$ cat config.mk
export PLATFORM = sky130hd
export DESIGN_NAME = ev_pilot_charge_controller_core
export DESIGN_NICKNAME = d
export VERILOG_FILES = /design/src/evpcc_pkg.sv /design/src/evpcc_cfg.sv /design/src/evpcc_step.sv /design/src/ev_pilot_charge_controller_core.sv
export SDC_FILE = /design/constraint.sdc
export NUM_CORES = 1
export LEC_CHECK = 0
export BUFFER_PORTS_ARGS = -buffer_cell sky130_fd_sc_hd__buf_4
export CAP_MARGIN = 20
export CORE_MARGIN = 3
export CORE_UTILIZATION = 36
export DETAILED_ROUTE_END_ITERATION = 7
export PLACE_DENSITY = 0.63
export RECOVER_POWER = 50
export SLEW_MARGIN = 5
export SYNTH_ARGS = -nofsm -noshare
export SYNTH_HDL_FRONTEND = slang
export SYNTH_SLANG_ARGS = --single-unit
$ cat constraint.sdc
create_clock -name clk -period 15.8 [get_ports clk]
set_input_delay 3.16 -clock clk [delete_from_list [all_inputs] [get_ports clk]]
set_output_delay 3.16 -clock clk [all_outputs]
set_load 0.05 [all_outputs]
$ cat src/evpcc_pkg.sv
// Package for the pilot charge controller: payload structs, register map,
// charge state codes and the limit clamp helper. No dependencies.
package evpcc_pkg;

    localparam int ADC_BITS  = 12;
    localparam int CODE_W    = 12;
    localparam int AMPS_W    = 6;
    localparam int STATE_W   = 3;
    localparam int PWM_W     = 11;
    localparam int PADDR_W   = 5;
    localparam int PDATA_W   = 32;

    // Charge state codes
    localparam logic [STATE_W-1:0] ST_INIT     = 3'd0;
    localparam logic [STATE_W-1:0] ST_DISABLED = 3'd1;
    localparam logic [STATE_W-1:0] ST_NOCAR    = 3'd2;
    localparam logic [STATE_W-1:0] ST_FULL     = 3'd3;
    localparam logic [STATE_W-1:0] ST_CHARGING = 3'd4;
    localparam logic [STATE_W-1:0] ST_ERROR    = 3'd5;

    // Register indexes (word address = paddr[4:2])
    localparam logic [2:0] REG_THR_NO_CAR     = 3'd0;
    localparam logic [2:0] REG_THR_CAR_DETECT = 3'd1;
    localparam logic [2:0] REG_THR_CAR_READY  = 3'd2;
    localparam logic [2:0] REG_THR_CAR_VENT   = 3'd3;
    localparam logic [2:0] REG_MAX_CURRENT    = 3'd4;

    // Reset values
    localparam logic [CODE_W-1:0] THR_NO_CAR_RST     = 12'd2051;
    localparam logic [CODE_W-1:0] THR_CAR_DETECT_RST = 12'd1436;
    localparam logic [CODE_W-1:0] THR_CAR_READY_RST  = 12'd821;
    localparam logic [CODE_W-1:0] THR_CAR_VENT_RST   = 12'd205;
    localparam logic [AMPS_W-1:0] MAX_CURRENT_RST    = 6'd16;
    localparam logic [AMPS_W-1:0] LIMIT_RST          = 6'd10;
    localparam logic [AMPS_W-1:0] MIN_AMPS           = 6'd6;

    // amps*100/6 as amps*round(100*2^16/6) >> 16, exact for 0..63 A
    localparam int RECIP_W = 21;
    localparam logic [RECIP_W-1:0] PWM_RECIP = 21'd1092267;
    localparam int PWM_SHIFT = 16;

    typedef struct packed {
        logic [CODE_W-1:0] pilot_code;
        logic              btn_up;
        logic              btn_down;
        logic              btn_enter;
    } evpcc_in_t;

    typedef struct packed {
        logic [STATE_W-1:0] charge_state;
        logic               relay_on;
        logic               charge_started;
        logic [AMPS_W-1:0]  current_limit;
        logic [PWM_W-1:0]   pwm_high_us;
    } evpcc_out_t;

    typedef struct packed {
        logic [CODE_W-1:0] thr_no_car;
        logic [CODE_W-1:0] thr_car_detect;
        logic [CODE_W-1:0] thr_car_ready;
        logic [CODE_W-1:0] thr_car_vent;
        logic [AMPS_W-1:0] max_current;
    } evpcc_cfg_t;

    // Stepped limit v (may be -1..64) -> min(v, mx), forced to 6 below 6
    function automatic logic [AMPS_W-1:0] clamp_amps(
        input logic signed [AMPS_W+1:0] v,
        input logic [AMPS_W-1:0]        mx
    );
        logic [AMPS_W-1:0] r;
        begin
            if (v < $signed({2'b00, MIN_AMPS}))
            begin
                r = MIN_AMPS;
            end
            else if (v > $signed({2'b00, mx}))
            begin
                r = mx;
            end
            else
            begin
                r = v[AMPS_W-1:0];
            end
            return r;
        end
    endfunction

endpackage

$ cat src/evpcc_cfg.sv
// APB-style configuration registers: pilot thresholds and current clamp.
// Depends on evpcc_pkg.
module evpcc_cfg (
    input  logic                             clk,
    input  logic                             rst_n,
    input  logic                             psel,
    input  logic                             penable,
    input  logic                             pwrite,
    input  logic [evpcc_pkg::PADDR_W-1:0]    paddr,
    input  logic [evpcc_pkg::PDATA_W-1:0]    pwdata,
    output logic [evpcc_pkg::PDATA_W-1:0]    prdata,
    output logic                             pready,
    output evpcc_pkg::evpcc_cfg_t            cfg
);
    import evpcc_pkg::*;

    evpcc_cfg_t  cfg_reg;
    logic        wr_en;
    logic [2:0]  reg_idx;

    assign pready  = 1'b1;
    assign reg_idx = paddr[PADDR_W-1:2];
    assign wr_en   = psel && penable && pwrite && pready;
    assign cfg     = cfg_reg;

    always_ff @(posedge clk or negedge rst_n)
    begin
        if (!rst_n)
        begin
            cfg_reg.thr_no_car     <= THR_NO_CAR_RST;
            cfg_reg.thr_car_detect <= THR_CAR_DETECT_RST;
            cfg_reg.thr_car_ready  <= THR_CAR_READY_RST;
            cfg_reg.thr_car_vent   <= THR_CAR_VENT_RST;
            cfg_reg.max_current    <= MAX_CURRENT_RST;
        end
        else if (wr_en)
        begin
            case (reg_idx)
                REG_THR_NO_CAR:     cfg_reg.thr_no_car     <= pwdata[CODE_W-1:0];
                REG_THR_CAR_DETECT: cfg_reg.thr_car_detect <= pwdata[CODE_W-1:0];
                REG_THR_CAR_READY:  cfg_reg.thr_car_ready  <= pwdata[CODE_W-1:0];
                REG_THR_CAR_VENT:   cfg_reg.thr_car_vent   <= pwdata[CODE_W-1:0];
                REG_MAX_CURRENT:    cfg_reg.max_current    <= pwdata[AMPS_W-1:0];
                default:            ;
            endcase
        end
    end

    always_comb
    begin
        case (reg_idx)
            REG_THR_NO_CAR:
                prdata = {{(PDATA_W-CODE_W){1'b0}}, cfg_reg.thr_no_car};
            REG_THR_CAR_DETECT:
                prdata = {{(PDATA_W-CODE_W){1'b0}}, cfg_reg.thr_car_detect};
            REG_THR_CAR_READY:
                prdata = {{(PDATA_W-CODE_W){1'b0}}, cfg_reg.thr_car_ready};
            REG_THR_CAR_VENT:
                prdata = {{(PDATA_W-CODE_W){1'b0}}, cfg_reg.thr_car_vent};
            REG_MAX_CURRENT:
                prdata = {{(PDATA_W-AMPS_W){1'b0}}, cfg_reg.max_current};
            default:
                prdata = '0;
        endcase
    end

endmodule

$ cat src/evpcc_step.sv
// Per-tick update: pilot classification, relay, button steps and PWM time.
// Holds the charge state, relay flag and current limit. Depends on evpcc_pkg.
module evpcc_step (
    input  logic                    clk,
    input  logic                    rst_n,
    input  logic                    go,
    input  evpcc_pkg::evpcc_in_t    item,
    input  evpcc_pkg::evpcc_cfg_t   cfg,
    output evpcc_pkg::evpcc_out_t   result
);
    import evpcc_pkg::*;

    logic [STATE_W-1:0] mode_state_reg, mode_state_next;
    logic               relay_flag_reg, relay_flag_next;
    logic [AMPS_W-1:0]  limit_amps_reg, limit_amps_next;

    logic [STATE_W-1:0]       cls_state;
    logic                     started;
    logic [ADC_BITS-1:0]      code;
    logic [AMPS_W-1:0]        lim_up;
    logic [AMPS_W-1:0]        pwm_amps;
    logic [AMPS_W+RECIP_W-1:0] pwm_prod;

    assign code = item.pilot_code[ADC_BITS-1:0];

    always_comb
    begin
        cls_state       = mode_state_reg;
        relay_flag_next = 1'b0;
        started         = 1'b0;
        if (mode_state_reg == ST_DISABLED)
        begin
            relay_flag_next = 1'b0;
        end
        else if (code > cfg.thr_no_car[ADC_BITS-1:0])
        begin
            cls_state = ST_NOCAR;
        end
        else if (code > cfg.thr_car_detect[ADC_BITS-1:0])
        begin
            cls_state = ST_FULL;
        end
        else if (code > cfg.thr_car_ready[ADC_BITS-1:0] ||
                 code > cfg.thr_car_vent[ADC_BITS-1:0])
        begin
            // ready and vent bands both mean charging
            cls_state       = ST_CHARGING;
            relay_flag_next = 1'b1;
            started         = !relay_flag_reg;
        end
        else
        begin
            cls_state = ST_ERROR;
        end

        // enter toggles after classification
        if (item.btn_enter)
        begin
            mode_state_next = (cls_state != ST_DISABLED) ? ST_DISABLED : ST_INIT;
        end
        else
        begin
            mode_state_next = cls_state;
        end
    end

    // up first, then down, each clamped
    always_comb
    begin
        lim_up = limit_amps_reg;
        if (item.btn_up)
        begin
            lim_up = clamp_amps($signed({2'b00, limit_amps_reg}) + 8'sd1,
                                cfg.max_current);
        end
        limit_amps_next = lim_up;
        if (item.btn_down)
        begin
            limit_amps_next = clamp_amps($signed({2'b00, lim_up}) - 8'sd1,
                                         cfg.max_current);
        end
    end

    always_comb
    begin
        pwm_amps = (limit_amps_next < MIN_AMPS) ? MIN_AMPS : limit_amps_next;
        if (pwm_amps > cfg.max_current)
        begin
            pwm_amps = cfg.max_current;
        end
    end

    assign pwm_prod = {{RECIP_W{1'b0}}, pwm_amps} * {{AMPS_W{1'b0}}, PWM_RECIP};

    always_comb
    begin
        result.charge_state   = mode_state_next;
        result.relay_on       = relay_flag_next;
        result.charge_started = started;
        result.current_limit  = limit_amps_next;
        result.pwm_high_us    = pwm_prod[PWM_SHIFT+PWM_W-1:PWM_SHIFT];
    end

    always_ff @(posedge clk or negedge rst_n)
    begin
        if (!rst_n)
        begin
            mode_state_reg <= ST_INIT;
            relay_flag_reg <= 1'b0;
            limit_amps_reg <= LIMIT_RST;
        end
        else if (go)
        begin
            mode_state_reg <= mode_state_next;
            relay_flag_reg <= relay_flag_next;
            limit_amps_reg <= limit_amps_next;
        end
    end

endmodule

$ cat src/ev_pilot_charge_controller_core.sv
// Top level of the pilot charge controller: input register, update logic,
// result register and config port. Depends on evpcc_pkg, evpcc_cfg, evpcc_step.
//
// Usage:
//   One input transfer per 100 ms tick carries the pilot ADC code and the
//   up/down/enter button levels. Each tick yields exactly one result transfer:
//   charge state, relay drive, charge_started pulse, current limit and pilot
//   PWM high time in microseconds.
//   Both channels use valid/stall; a transfer happens on a clock edge with
//   valid high and stall low.
//   The result passes through the input register, then the result register,
//   before its transfer. Throughput: one tick per cycle while out_stall is
//   low; the state update is a single pass of compare and small add logic
//   between the two registers, so back-to-back ticks see each other's state.
//   When the receiver stalls, the result register holds; one more tick can
//   sit in the input register, after which in_stall rises.
//   Reset (rst_n low, asynchronous) empties both registers, sets the state
//   to init, relay off, limit 10 A and the thresholds to their defaults.
//   Registers (APB, byte addresses): 0x00 thr_no_car, 0x04 thr_car_detect,
//   0x08 thr_car_ready, 0x0C thr_car_vent, 0x10 max_current. Write only
//   while no tick is in flight.
module ev_pilot_charge_controller_core (
    input  logic                             clk,
    input  logic                             rst_n,
    input  logic                             in_valid,
    output logic                             in_stall,
    input  evpcc_pkg::evpcc_in_t             in_data,
    output logic                             out_valid,
    input  logic                             out_stall,
    output evpcc_pkg::evpcc_out_t            out_data,
    input  logic                             psel,
    input  logic                             penable,
    input  logic                             pwrite,
    input  logic [evpcc_pkg::PADDR_W-1:0]    paddr,
    input  logic [evpcc_pkg::PDATA_W-1:0]    pwdata,
    output logic [evpcc_pkg::PDATA_W-1:0]    prdata,
    output logic                             pready
);
    import evpcc_pkg::*;

    evpcc_cfg_t cfg;
    evpcc_in_t  item_reg;
    logic       item_valid_reg;
    evpcc_out_t res_reg;
    logic       res_valid_reg;
    evpcc_out_t result;
    logic       advance;
    logic       take;

    evpcc_cfg u_cfg (
        .clk     (clk),
        .rst_n   (rst_n),
        .psel    (psel),
        .penable (penable),
        .pwrite  (pwrite),
        .paddr   (paddr),
        .pwdata  (pwdata),
        .prdata  (prdata),
        .pready  (pready),
        .cfg     (cfg)
    );

    evpcc_step u_step (
        .clk    (clk),
        .rst_n  (rst_n),
        .go     (advance),
        .item   (item_reg),
        .cfg    (cfg),
        .result (result)
    );

    // item moves to the result register when that slot is free or draining
    assign advance  = item_valid_reg && (!res_valid_reg || !out_stall);
    assign in_stall = item_valid_reg && !advance;
    assign take     = in_valid && !in_stall;

    assign out_valid = res_valid_reg;
    assign out_data  = res_reg;

    always_ff @(posedge clk or negedge rst_n)
    begin
        if (!rst_n)
        begin
            item_valid_reg <= 1'b0;
            res_valid_reg  <= 1'b0;
        end
        else
        begin
            if (take)
            begin
                item_valid_reg <= 1'b1;
            end
            else if (advance)
            begin
                item_valid_reg <= 1'b0;
            end

            if (advance)
            begin
                res_valid_reg <= 1'b1;
            end
            else if (!out_stall)
            begin
                res_valid_reg <= 1'b0;
            end
        end
    end

    always_ff @(posedge clk)
    begin
        if (take)
        begin
            item_reg <= in_data;
        end
        if (advance)
        begin
            res_reg <= result;
        end
    end

    a_start_relay: assert property (@(posedge clk) disable iff (!rst_n)
        out_valid && out_data.charge_started |-> out_data.relay_on)
        else $error("charge_started without relay");

    a_relay_state: assert property (@(posedge clk) disable iff (!rst_n)
        out_valid && out_data.relay_on |->
            (out_data.charge_state == ST_CHARGING ||
             out_data.charge_state == ST_DISABLED))
        else $error("relay on outside charging");

    a_stall_cause: assert property (@(posedge clk) disable iff (!rst_n)
        in_stall |-> (res_valid_reg && out_stall && item_valid_reg))
        else $error("input stalled with free result slot");

    a_no_drop: assert property (@(posedge clk) disable iff (!rst_n)
        res_valid_reg && out_stall |=> res_valid_reg && $stable(res_reg))
        else $error("stalled result lost");

endmodule
After elaboration in Yosys (flattened, before gate mapping)

Index checks and enable logic that the tools add are counted.

Logic and storage cells: 83
Register bits after elaboration: 103
Input bits: 59
ROM bits: 0
Bits in latches: 0
Memories kept: 0
Bits in writable memories: 0

Shift operators: 0
Equal/unequal tests: 7
$add $sub $neg: 2
Bitwise operators: 1
Divide/modulo/power cells: 0
Magnitude comparators: 10
Reductions and logical operators: 20
Muxes and demuxes: 23
$mul: 1

Operators with widths:

| kind                  | number |
|---|---|
| $pmux 12 s5           | 1 |
| $gt 12x12->1          | 4 |
| $mux 6                | 8 |
| $mul 6x21->27 const B | 1 |
| $gt 8x7->1            | 2 |
| $lt 8x4->1 const B    | 2 |
| $mux 3                | 4 |
| $mux 1                | 10 |
| $reduce_and 2->1      | 5 |
| $add 6x1->7 const B   | 1 |
| $sub 6x1->7 const B   | 1 |
| $eq 3x1->1 const B    | 2 |
| $eq 3x2->1 const B    | 2 |
| $gt 6x6->1            | 1 |
| $lt 6x3->1 const B    | 1 |
| $logic_and 1x1->1     | 5 |
| $logic_not 1->1       | 5 |
| $reduce_or 4->1       | 1 |
| $eq 3x3->1 const B    | 1 |
| $logic_not 3->1       | 1 |
| $ne 3x1->1 const B    | 1 |
| $logic_or 1x1->1      | 2 |
| $ne 2x1->1 const B    | 1 |
| $reduce_bool 2->1     | 1 |
| $not 1->1             | 1 |

Longest topological paths before layout

Depth after elaboration: 15
Mapped depth: 49
Gate-level depth less buffers: 48

Cells and area by module

From an unflattened synthesis, not the netlist that was laid out.

Cells, all modules: 735
Area, all modules: 7953.9 um^2

Modules (own cells, without submodules):

| module                          | instances | area an instance (um^2) | cells an instance | sequential area each (um^2) |
|---|---|---|---|---|
| evpcc_step                      | 1         | 4007.6                  | 500               | 252.7 |
| evpcc_cfg                       | 1         | 2742.6                  | 190               | 1377.6 |
| ev_pilot_charge_controller_core | 1         | 1203.7                  | 45                | 1161.1 |

Worst setup path after synthesis

Ideal clock, no wire load.

Path type: register -> register
Start: register u_step.limit_amps_reg[1]
End: register res_reg (netlist bit out_data[7]), data pin
Slack: 6.000 ns
Cell stages (with the launch flop): 49
Clock period less this slack: 9.800 ns
Required time: 15.539 ns
Path buffers: 2
Library setup time: 0.261 ns
Arrival: 9.539 ns
Cell sequence: dfstp_2 > ha_1 > buf_2 > nand3_1 > xnor2_1 > ha_1 > nand4_1 > o21bai_1 > a31o_2 > and3_1 > o32a_1 > inv_2 > ha_1 > clkbuf_1 > nand2_1 > xor2_1 > ha_1 > nand4_1 > [13 not listed] > nor2b_1 > o22ai_1 > mux2i_1 > inv_1 > ha_1 > inv_1 > fa_1 > fa_1 > inv_1 > ha_1 > a21o_1 > a21oi_1 > a21oi_1 > nor2_1 > o31a_1 > o21ai_4 > a2111o_1 > o311a_1

RTL lines:

| what                     | line                                   | RTL |
|---|---|---|
| start: declaration       | evpcc_step.sv:15                       | `logic [AMPS_W-1:0] limit_amps_reg, limit_amps_next;` |
| start signal: assignment | evpcc_step.sv:116                      | `limit_amps_reg <= limit_amps_next;` |
| end signal: assignment   | ev_pilot_charge_controller_core.sv:117 | `res_reg <= result;` |
| end: declaration         | ev_pilot_charge_controller_core.sv:44  | `evpcc_out_t res_reg;` |

==> metrics.md <==
| Metric | Value |
|---|---|
| Status | `finished with violations` |
| Violated checks | `capacitance limit, slew limit` |
| CTS sink cnt | `103` |
| FILL cells | `2,023` |
| Number of rows in the core area | `52` |
| Wire length per cell | `16.3 um` |
| Reported max-cap violation count | `1` |
| Net count of the finished layout | `1,011` |
| DRC violation count after routing | `0` |
| Port Buffers | `72` |
| Die Wd | `152 um` |
| Hold-fix buffers, CTS | `0` |
| Data arrival at the endpoint of the critical path | `11.34 ns` |
| Die outline height | `152 um` |
| Wire length of the first global-routing pass | `29,800 um` |
| Total number of vias | `5,899` |
| CTS HTree Levels | `3` |
| Area of the core | `20,600 um2` |
| Setup Slack @ Placement | `4.60 ns` |
| CTS root buf | `clkbuf_16` |
| Number of buffers created by CTS | `9` |
| Start-to-end type of the worst setup path | `reg2reg` |
| Clock-pin slew on the worst setup and hold paths | `0.07 ns` |
| Startpoint type of the worst setup path | `register` |
| Weighted congestion at the end of routability-driven global placement | `0.860` |
| Count of pins over their slew limit | `67` |
| Placed Instances | `1,105` |
| I/O pin cnt | `116` |
| Number of warnings printed during yosys synthesis | `0` |
| Worst setup slack for register-to-register paths | `4.55 ns` |
| Routed vias/inst | `5.26` |
| DIE AREA | `23,100 um2` |
| Final Hold Violating Endpoints | `0` |
| Endpoint type of the worst setup path | `register` |
| Slowest cell on crit path | `o22ai_1` |
| Number of global-route vias before repair | `5,769` |
| Largest cells by area after synthesis | `ha_1 (16%), edfxtp_1 (14%), dfrtp_1 (14%), dfstp_2 (7.9%), inv_1 (4.5%)` |
| Final setup violating endpoints | `0` |
| Effective utilization at floorplan | `37.3%` |
| RSZ-0062 raised after global routing | `no` |
| Number of DRC markers after the initial detailed-route iteration | `343` |
| Total half-perimeter wirelength after legalization and detailed placement | `14,100 um` |
| Largest incremental delay on the critical path | `0.61 ns` |
| Synth top cells by count | `ha_1 (98), inv_1 (93), nand2_1 (62)` |
| Flops & latches, synth | `103` |
| Cell with the most instances on the worst path | `ha_1` |
| Synth Flop Type | `dfrtp_1` |
| Asr flop ratio synth | `64.1%` |
| Synthesis-to-layout area growth | `13.3%` |
| TritonCTS clock tree | `yes` |
| Router iterations before antenna repair | `5` |
| Maximum clock skew at final layout | `0.00874 ns` |
| Total wire length after detailed routing | `18,300 um` |
| Post-Synthesis Cell Area | `7690 um2` |
| Pin count of the biggest net entering global routing | `67` |
| Final period utilization | `71.2%` |
| Maximum clock frequency | `88.9 MHz` |
| Max reg flops | `54` |
| Diodes inserted | `0` |
| Number of buffers added for setup after CTS | `0` |
| Biggest fanout along the worst timing path | `10` |
| Synthesized area per cell | `9.82 um2` |
| Layout Cells excl Fill | `1,122` |
| Number of instances in the synthesized netlist | `783` |
| Aggregate global-route resource usage | `15.6%` |
| Worst-Margin Slew | `3.61 ns` |
| Seq/Total Area, Yosys | `36.3%` |
| Final ANT Viol Nets | `0` |
| Post-Route Setup TNS | `0 ns` |
| Time the final worst path needs with I/O delays and setup | `11.25 ns` |
| Worst-case clock buffer depth | `2` |
| Antenna violations before repair | `0` |
| Final Worst Setup Slack | `4.55 ns` |
| Number of enable-type register cells in the synthesized netlist | `37` |
| Count leader, synth | `ha_1` |
| Fraction of final layout cells sized beyond drive strength 1 | `18.8%` |
| Kind of path behind the tightest hold check | `reg2reg` |
| Worst skew pair latency | `0.35 ns` |
| Number of distinct standard cells referenced by the synthesized netlist | `80` |
| Area share of the leading cell type in the synthesized netlist | `15.9%` |
| WP data required | `15.89 ns` |
| Remaining global-route overflow | `0` |
| Most area-hungry cell type in the Yosys netlist | `ha_1` |
| Worst slew margin relative to its limit | `-141%` |
| PostCTS Resize Cnt | `0` |
[routing by layer]
metal | vias up | track usage, % | wire (um)
met3 | 20 | 1.51 | 592
li1 | 2924 | - | -
met5 | - | 0 | 0
met1 | 2832 | 22.0 | 8910
met4 | 0 | 5.44 | 347
met2 | 123 | 25.3 | 8450
[logic make-up after synthesis]
kind of cell / synth area share, %
other cells: 0.0977
simple gates: 12.9
xor+xnor: 1.68
mux: 6.17
compound gates: 17.2
flops: 36.3
fa+ha+maj: 17.8
buf+inv: 7.93
[placed cells by master, fill, tap and decap left out, types with 4 or more instances in the layout]
master / netlist / routed
nand2_1: 62 / 62
and3_1: 5 / 5
dfstp_2: 23 / 23
clkbuf_16: 0 / 9
a22oi_1: 12 / 12
ha_1: 98 / 98
mux4_2: 6 / 6
inv_1: 93 / 93
buf_4: 21 / 54
edfxtp_1: 37 / 37
o21ai_0: 58 / 58
clkbuf_1: 13 / 8
xnor2_1: 5 / 5
o22ai_1: 10 / 10
a21oi_1: 33 / 33
nand4_1: 18 / 18
xor2_1: 6 / 6
nor3_1: 15 / 15
o32a_1: 4 / 4
conb_1: 2 / 21
nor2_1: 33 / 33
o21a_1: 7 / 7
mux2_2: 27 / 27
fa_1: 7 / 7
clkbuf_4: 0 / 14
nor2b_1: 18 / 18
a31oi_1: 4 / 4
a21o_1: 18 / 18
nand2b_1: 10 / 10
o32ai_1: 5 / 5
dfrtp_1: 43 / 43
and2_1: 4 / 4
nand3_1: 14 / 14
[worst paths after layout]
kind	start	endpoint	depth (start not counted)
max	u_step.limit_amps_reg[1]$_DFFE_PN1P_	out_data[8]$_DFFE_PP_	42
min	u_step.relay_flag_reg$_DFFE_PN0P_	u_step.relay_flag_reg$_DFFE_PN0P_	2
max reg2reg	u_step.limit_amps_reg[1]$_DFFE_PN1P_	out_data[8]$_DFFE_PP_	42
min reg2reg	u_step.relay_flag_reg$_DFFE_PN0P_	u_step.relay_flag_reg$_DFFE_PN0P_	2
max in group asynchronous	rst_n	u_cfg.cfg[31]$_DFFE_PN0P_	1
min in group asynchronous	rst_n	u_cfg.cfg[14]$_DFFE_PN0P_	1
[per-stage QoR]
| stage | util [%] | hold slack (ns) | instance area (um2) |
|---|---|---|---|
| 2_1_floorplan | - | 0.451 | 7760 |
| 3_3_place_gp | 40.8 | 0.463 | 8420 |
| 3_5_place_dp | 40.8 | 0.490 | 8420 |
| 4_1_cts | 42.3 | 0.500 | 8720 |
| 5_1_grt | 42.2 | 0.514 | 8710 |
| 6_report | 42.2 | 0.497 | 8710 |
[worst max-delay path: cells and delay by family (launching register included)]
family / cells / cell delay, ns
AO/OA/AOI/OAI: 14 / 4.12
adder cells (fa/ha/maj): 9 / 3.09
AND/OR/NAND/NOR: 11 / 1.51
XOR/XNOR: 3 / 0.64
multiplexers: 1 / 0.61
flip-flops: 1 / 0.60
buffers and inverters: 4 / 0.44
[final cells by class]
type,instances,area [um2],area share (%)
Tap cell,270,338,3.88
Sequential cell,103,2790,32.0
Clock buffer,11,243,2.79
Timing Repair Buffer,76,564,6.48
Multi-Input combinational cell,561,4360,50.0
Clock inverter,5,56.3,0.646
Inverter,96,360,4.14
Power is not shown: default switching activity piles up to over one toggle a cycle in this logic, so the estimate is an artifact.
